[config.mk]
export PLATFORM = sky130hd
export DESIGN_NAME = krt_ctrl
export DESIGN_NICKNAME = d
export VERILOG_FILES = /design/src/rtl/assert_macros.svh /design/src/rtl/krt_pkg.sv /design/src/rtl/krt_ctrl.sv
export SDC_FILE = /design/constraint.sdc
export NUM_CORES = 1
export LEC_CHECK = 0
export BUFFER_PORTS_ARGS = -buffer_cell sky130_fd_sc_hd__buf_2
export CAP_MARGIN = 0
export CORE_MARGIN = 5
export CORE_UTILIZATION = 53
export CTS_BUF_LIST = sky130_fd_sc_hd__clkbuf_8 sky130_fd_sc_hd__clkbuf_16
export CTS_CLUSTER_SIZE = 24
export DETAILED_ROUTE_END_ITERATION = 10
export PLACE_DENSITY = 0.84
export SLEW_MARGIN = 10
export SYNTH_ARGS = -nofsm -noshare
export SYNTH_HDL_FRONTEND = slang
export SYNTH_SLANG_ARGS = --single-unit
[constraint.sdc]
create_clock -name clock -period 2.82 [get_ports clock]
set_clock_uncertainty 0.05 [all_clocks]
set_input_delay 0.141 -clock clock [delete_from_list [all_inputs] [get_ports clock]]
set_output_delay 0.141 -clock clock [all_outputs]
set_load 0.02 [all_outputs]
[src/rtl/assert_macros.svh]
// Assertion macros shared by the keyed record table RTL.
`ifndef ASSERT_MACROS_SVH
`define ASSERT_MACROS_SVH
`ifndef SYNTHESIS
// Property that must hold at every clock edge outside reset.
`define KRT_ASSERT(label, prop) \
   label: assert property (@(posedge clock) disable iff (reset) (prop)) \
      else $error("keyed record table assertion failed");
// Property that must hold in the cycle after the trigger.
`define KRT_ASSERT_NEXT(label, trig, prop) \
   label: assert property (@(posedge clock) disable iff (reset) (trig) |=> (prop)) \
      else $error("keyed record table assertion failed");
`else
`define KRT_ASSERT(label, prop)
`define KRT_ASSERT_NEXT(label, trig, prop)
`endif
`endif

[src/rtl/krt_pkg.sv]
// Types, codes and command structures of the keyed record table.
package krt_pkg;

   localparam int CAPACITY_DEFAULT = 64;

   typedef enum logic [2:0] {
      OP_INSERT = 3'd0,
      OP_LOOKUP = 3'd1,
      OP_UPDATE = 3'd2,
      OP_DELETE = 3'd3,
      OP_LIST   = 3'd4
   } op_type;

   typedef enum logic [2:0] {
      ST_OK        = 3'd0,
      ST_NOT_FOUND = 3'd1,
      ST_FULL      = 3'd2,
      ST_DUP       = 3'd3,
      ST_EMPTY     = 3'd4
   } status_type;

   // Where the record of a result comes from.
   typedef enum logic [2:0] {
      SRC_FAIL,
      SRC_EMPTY,
      SRC_RD,
      SRC_REQ,
      SRC_UPD
   } src_type;

   // What the record memory is written with.
   typedef enum logic [1:0] {
      WR_INSERT,
      WR_UPDATE,
      WR_SHIFT
   } wsel_type;

   typedef struct packed {
      logic [63:0]        key_low;
      logic [15:0]        key_high;
      logic [63:0]        brand0;
      logic [63:0]        brand1;
      logic [31:0]        brand2;
      logic signed [31:0] price;
   } record_type;

   localparam int RECORD_W = $bits(record_type);

   typedef struct packed {
      logic       take;
      logic       idx_clr;
      logic       idx_inc;
      logic       rd_en;
      logic       rd_next;
      logic       wr_en;
      wsel_type   wr_sel;
      logic       cnt_inc;
      logic       cnt_dec;
      logic       out_load;
      src_type    out_src;
      status_type out_status;
      logic       out_last;
   } cmd_type;

   typedef struct packed {
      logic   req_fire;
      op_type op;
      logic   cnt_zero;
      logic   cnt_full;
      logic   key_match;
      logic   idx_last;
      logic   out_free;
   } sts_type;

endpackage

[src/rtl/krt_ctrl.sv]
// Controller state machine that sequences each table request.
module krt_ctrl (
   input  logic             clock,
   input  logic             reset,
   input  krt_pkg::sts_type sts,
   output krt_pkg::cmd_type cmd
);

   typedef enum logic [3:0] {
      S_IDLE,
      S_DISPATCH,
      S_SRCH_RD,
      S_SRCH_CMP,
      S_EMIT,
      S_SHIFT_RD,
      S_SHIFT_WR,
      S_LIST_RD,
      S_LIST_EMIT
   } state_type;

   state_type           state_ff, state_in;
   krt_pkg::status_type st_ff, st_in;

   always_comb begin
      cmd        = '0;
      cmd.wr_sel = krt_pkg::WR_SHIFT;
      cmd.out_src = krt_pkg::SRC_RD;
      cmd.out_status = krt_pkg::ST_OK;
      state_in   = state_ff;
      st_in      = st_ff;

      unique case (state_ff)
         S_IDLE: begin
            cmd.take = 1'b1;
            if (sts.req_fire) begin
               state_in = S_DISPATCH;
            end
         end
         S_DISPATCH: begin
            cmd.idx_clr = 1'b1;
            unique case (sts.op) inside
               krt_pkg::OP_INSERT: begin
                  if (sts.cnt_full) begin
                     st_in    = krt_pkg::ST_FULL;
                     state_in = S_EMIT;
                  end else if (sts.cnt_zero) begin
                     st_in    = krt_pkg::ST_OK;
                     state_in = S_EMIT;
                  end else begin
                     state_in = S_SRCH_RD;
                  end
               end
               krt_pkg::OP_LOOKUP, krt_pkg::OP_UPDATE, krt_pkg::OP_DELETE: begin
                  if (sts.cnt_zero) begin
                     st_in    = krt_pkg::ST_NOT_FOUND;
                     state_in = S_EMIT;
                  end else begin
                     state_in = S_SRCH_RD;
                  end
               end
               krt_pkg::OP_LIST: begin
                  if (sts.cnt_zero) begin
                     st_in    = krt_pkg::ST_EMPTY;
                     state_in = S_EMIT;
                  end else begin
                     state_in = S_LIST_RD;
                  end
               end
               default: begin
                  state_in = S_IDLE;
               end
            endcase
         end
         S_SRCH_RD: begin
            cmd.rd_en = 1'b1;
            state_in  = S_SRCH_CMP;
         end
         S_SRCH_CMP: begin
            if (sts.key_match) begin
               st_in    = (sts.op == krt_pkg::OP_INSERT) ? krt_pkg::ST_DUP : krt_pkg::ST_OK;
               state_in = S_EMIT;
            end else if (sts.idx_last) begin
               st_in    = (sts.op == krt_pkg::OP_INSERT) ? krt_pkg::ST_OK
                                                         : krt_pkg::ST_NOT_FOUND;
               state_in = S_EMIT;
            end else begin
               cmd.idx_inc = 1'b1;
               state_in    = S_SRCH_RD;
            end
         end
         S_EMIT: begin
            if (sts.out_free) begin
               cmd.out_load   = 1'b1;
               cmd.out_status = st_ff;
               cmd.out_last   = 1'b1;
               state_in       = S_IDLE;
               if (st_ff != krt_pkg::ST_OK) begin
                  cmd.out_src = (st_ff == krt_pkg::ST_EMPTY) ? krt_pkg::SRC_EMPTY
                                                             : krt_pkg::SRC_FAIL;
               end else begin
                  unique case (sts.op)
                     krt_pkg::OP_INSERT: begin
                        cmd.out_src = krt_pkg::SRC_REQ;
                        cmd.wr_en   = 1'b1;
                        cmd.wr_sel  = krt_pkg::WR_INSERT;
                        cmd.cnt_inc = 1'b1;
                     end
                     krt_pkg::OP_UPDATE: begin
                        cmd.out_src = krt_pkg::SRC_UPD;
                        cmd.wr_en   = 1'b1;
                        cmd.wr_sel  = krt_pkg::WR_UPDATE;
                     end
                     krt_pkg::OP_DELETE: begin
                        cmd.out_src = krt_pkg::SRC_RD;
                        state_in    = S_SHIFT_RD;
                     end
                     default: begin
                        cmd.out_src = krt_pkg::SRC_RD;
                     end
                  endcase
               end
            end
         end
         S_SHIFT_RD: begin
            if (sts.idx_last) begin
               cmd.cnt_dec = 1'b1;
               state_in    = S_IDLE;
            end else begin
               cmd.rd_en   = 1'b1;
               cmd.rd_next = 1'b1;
               state_in    = S_SHIFT_WR;
            end
         end
         S_SHIFT_WR: begin
            cmd.wr_en   = 1'b1;
            cmd.wr_sel  = krt_pkg::WR_SHIFT;
            cmd.idx_inc = 1'b1;
            state_in    = S_SHIFT_RD;
         end
         S_LIST_RD: begin
            cmd.rd_en = 1'b1;
            state_in  = S_LIST_EMIT;
         end
         S_LIST_EMIT: begin
            if (sts.out_free) begin
               cmd.out_load = 1'b1;
               cmd.out_src  = krt_pkg::SRC_RD;
               cmd.out_last = sts.idx_last;
               if (sts.idx_last) begin
                  state_in = S_IDLE;
               end else begin
                  cmd.idx_inc = 1'b1;
                  state_in    = S_LIST_RD;
               end
            end
         end
         default: begin
            state_in = S_IDLE;
         end
      endcase
   end

   always_ff @(posedge clock) begin
      if (reset) begin
         state_ff <= S_IDLE;
         st_ff    <= krt_pkg::ST_OK;
      end else begin
         state_ff <= state_in;
         st_ff    <= st_in;
      end
   end

endmodule

==> flow_summary_export.csv <==
group,metric,value,unit
run_status,status,"finished, final reports clean",
timing,finalMaxSlewViolations,0,
die,die_y,50.1,um
pwr,seqPwrFrac,29.9,%
routing,viasPerCell,6.21,
pwr,power_density,512,nW/um2
clock_tree,cts_tree,"yes",
clock_tree,htreeDepth,1,
finish,fill_cells,132,
finish,final-seq-area,140,um2
grt,grt_pass1_vias,841,
clock_tree,clkSinkCount,7,
flow_run,drv_cap,0,
grt,grt_max_degree,20,
yosys,ys_warn_count,0,
pwr,ir_drop,0.353,mV
pwr,comb_power_share,44.5,%
pwr,clockPowerShare,25.7,%
min_path,min_path_type,"in2reg",
finish,n_antenna_cell,0,
clock_tree,cts_hold_buffers,0,
clock_tree,numCtsBuffers,3,
routing,wl_per_cell,14.1,um
yosys,synth-edff-count,0,
critical_path,cp.arrival,1950,ps
clock_tree,cts_buffer_depth,2,
critical_path,crit_path_end_kind,"output pin",
die,start_util,55.9,%
timing,slew_headroom,58.8,%
critical_path,startpoint,"state_ff[2]$_SDFFE_PP0P_",
die,coreArea,1520,um2
finish,layout.nets,157,
timing,rsz0062_at_grt,"no",
min_path,hp-start,"reset",
timing,worst_slew_pin_slew,618,ps
yosys,synth-async-reset-ratio,0,%
die,rows,14,
clock_tree,clock-root-buffer,"clkbuf_8",
pwr,internal_power,307,uW
yosys,ys_types,45,
finish,layout_commonest_cell,"buf_2",
critical_path,crit_type,"reg2out",
routing,post-route-drc-count,0,
grt,gr-total-overflow,0,
routing,ant_nets,0,
yosys,synth.top_cell.area_share,16.4,%
critical_path,max_stage_delay,710,ps
timing,fin_tns_setup,0,ps
die,die_w,50.1,um
timing,fmax,0.466,GHz
pwr,finalPower,522,uW
finish,multi_input_area,652,um2
place,place_congestion,0.878,
die,fp.dieArea,2510,um2
grt,antenna_found_initial,0,
critical_path,cp_top_family,"simple AND/OR/NAND/NOR gates",
clock_tree,clock_latency,220,ps
yosys,synth_area_per_cell,7.16,um2
routing,first_iter_violations,44,
clock_tree,post_cts_resized,0,
grt,grt_usage,18.8,%
place,dp_hpwl,1.75,mm
die,io_pins,29,
timing,setup_viol,0,
clock_tree,post_cts_buffers,0,
yosys,yosysTopAreaCell,"dfxtp_1",
critical_path,critPathSlowestCell,"dfxtp_1",
yosys,yosysSeqAreaShare,16.4,%
routing,finalWirelength,2.26,mm
timing,post-route-min-period,2140,ps
critical_path,critical_path_required,2630,ps
yosys,synth_cells,119,
place,io_buffers,28,
critical_path,worstReg2RegStart,"state_ff[0]$_SDFFE_PP0P_",
critical_path,worst-path-max-fanout,19,
finish,layout_common_cells,"buf_2, nor2_1, nor3_1",
critical_path,critPathLaunchType,"flop",
pwr,swShare,41.2,%
pwr,p_leak,0.000456,uW
pwr,p_sw,215,uW
yosys,yosys_most_used_dff,"dfxtp_1",
routing,route.vias.total,993,
critical_path,cp_num_buf_inv,1,
finish,drive_above_1_share,27.8,%
timing,finalHoldViolCount,0,
clock_tree,clkTransAtPathRegs,40,ps
yosys,synth_area,852,um2
grt,grt_pass1_wl,3.81,mm
yosys,synth_fp_nets,131,
timing,period_share,76.0,%
yosys,ys_ff_latch,7,
critical_path,path_cells,"nand2b_1 > nor2_2 > nand3_1 > nor2_1 > buf_2",
finish,area_delta_synth_final,19.7,%
routing,drt_pass1_iterations,4,
yosys,synthTopCellsByArea,"dfxtp_1, nor3_1, nor2_1",
## worst reg2reg max path: cells and delay by family (launching register included)
family           cells  cell delay, ps
flip-flops           1             650
AND/OR/NAND/NOR      1             450
AO/OA/AOI/OAI        3             510
## state kept, by name, indices dropped and copies added, names as in the netlist
| name | count |
|---|---|
| state_ff | 4 |
| st_ff | 3 |
## power by group through the flow
stage	clock (uW)	sequential [uW]	combinational, uW
after detailed placement	0	155	230
after global routing	148	160	255
after floorplan	0	125	206
final	134	156	232
after global placement	0	154	226
after CTS	138	154	231
## routing by layer
layer  vias to the layer above  share of wire, %  GRT usage [%]  wire length [um]
li1                        502                 -              -                 -
met1                       448                47           27.0              1060
met2                        41                45           27.4              1000
met3                         2               7.7           4.22               174
met4                         0              0.62           5.24                14
met5                         -                 0              0                 0
## cells in the mapped netlist, drive strengths merged (3+ instances only)
master   n
nor2    14
nor4     3
nor2b    4
buf      5
dfxtp    7
and2     3
or3b     3
o21ai    9
a21oi    6
nand2    7
o21a     3
nor3    11
a21o     3
inv      6
nand2b   5
## cells by family after synthesis
group	synth area share, %
AND/OR/NAND/NOR	41.7
multiplexers	1.17
buffers and inverters	7.05
flip-flops	16.4
adder cells (fa/ha/maj)	1.47
AO/OA/AOI/OAI	32.2
## cell type report
cell class,count,area share [%]
multi-input cells,99,63.9
flip-flops and latches,7,13.7
repair buffers,28,13.7
clock buffers,3,4.05
inverters,6,2.21
well taps,16,1.96
clock inverters,1,0.368
## final timing paths
path                                end  slack (ps)  depth (start not counted)
hold reg to reg   st_ff[2]$_SDFFE_PP0P_         470                          2
hold / removal    st_ff[2]$_SDFFE_PP0P_         130                          2
setup / recovery                 cmd[9]         680                          5
setup reg to reg  st_ff[1]$_SDFFE_PP0P_        1060                          4
## metrics by stage
| stage | setup slack [ps] | util, % | hold WS (ps) | cell area, um2 | instances |
|---|---|---|---|---|---|
| 2_1_floorplan | 957 | - | 160 | 852 | 119 |
| 3_3_place_gp | 1010 | 64.0 | 360 | 975 | 156 |
| 3_5_place_dp | 899 | 64.0 | 360 | 975 | 156 |
| 4_1_cts | 677 | 66.9 | 123 | 1020 | 160 |
| 5_1_grt | 407 | 66.9 | 130 | 1020 | 160 |
| 6_report | 676 | 66.9 | 126 | 1020 | 160 |
Note: power is estimated with default switching activity, not from simulation.
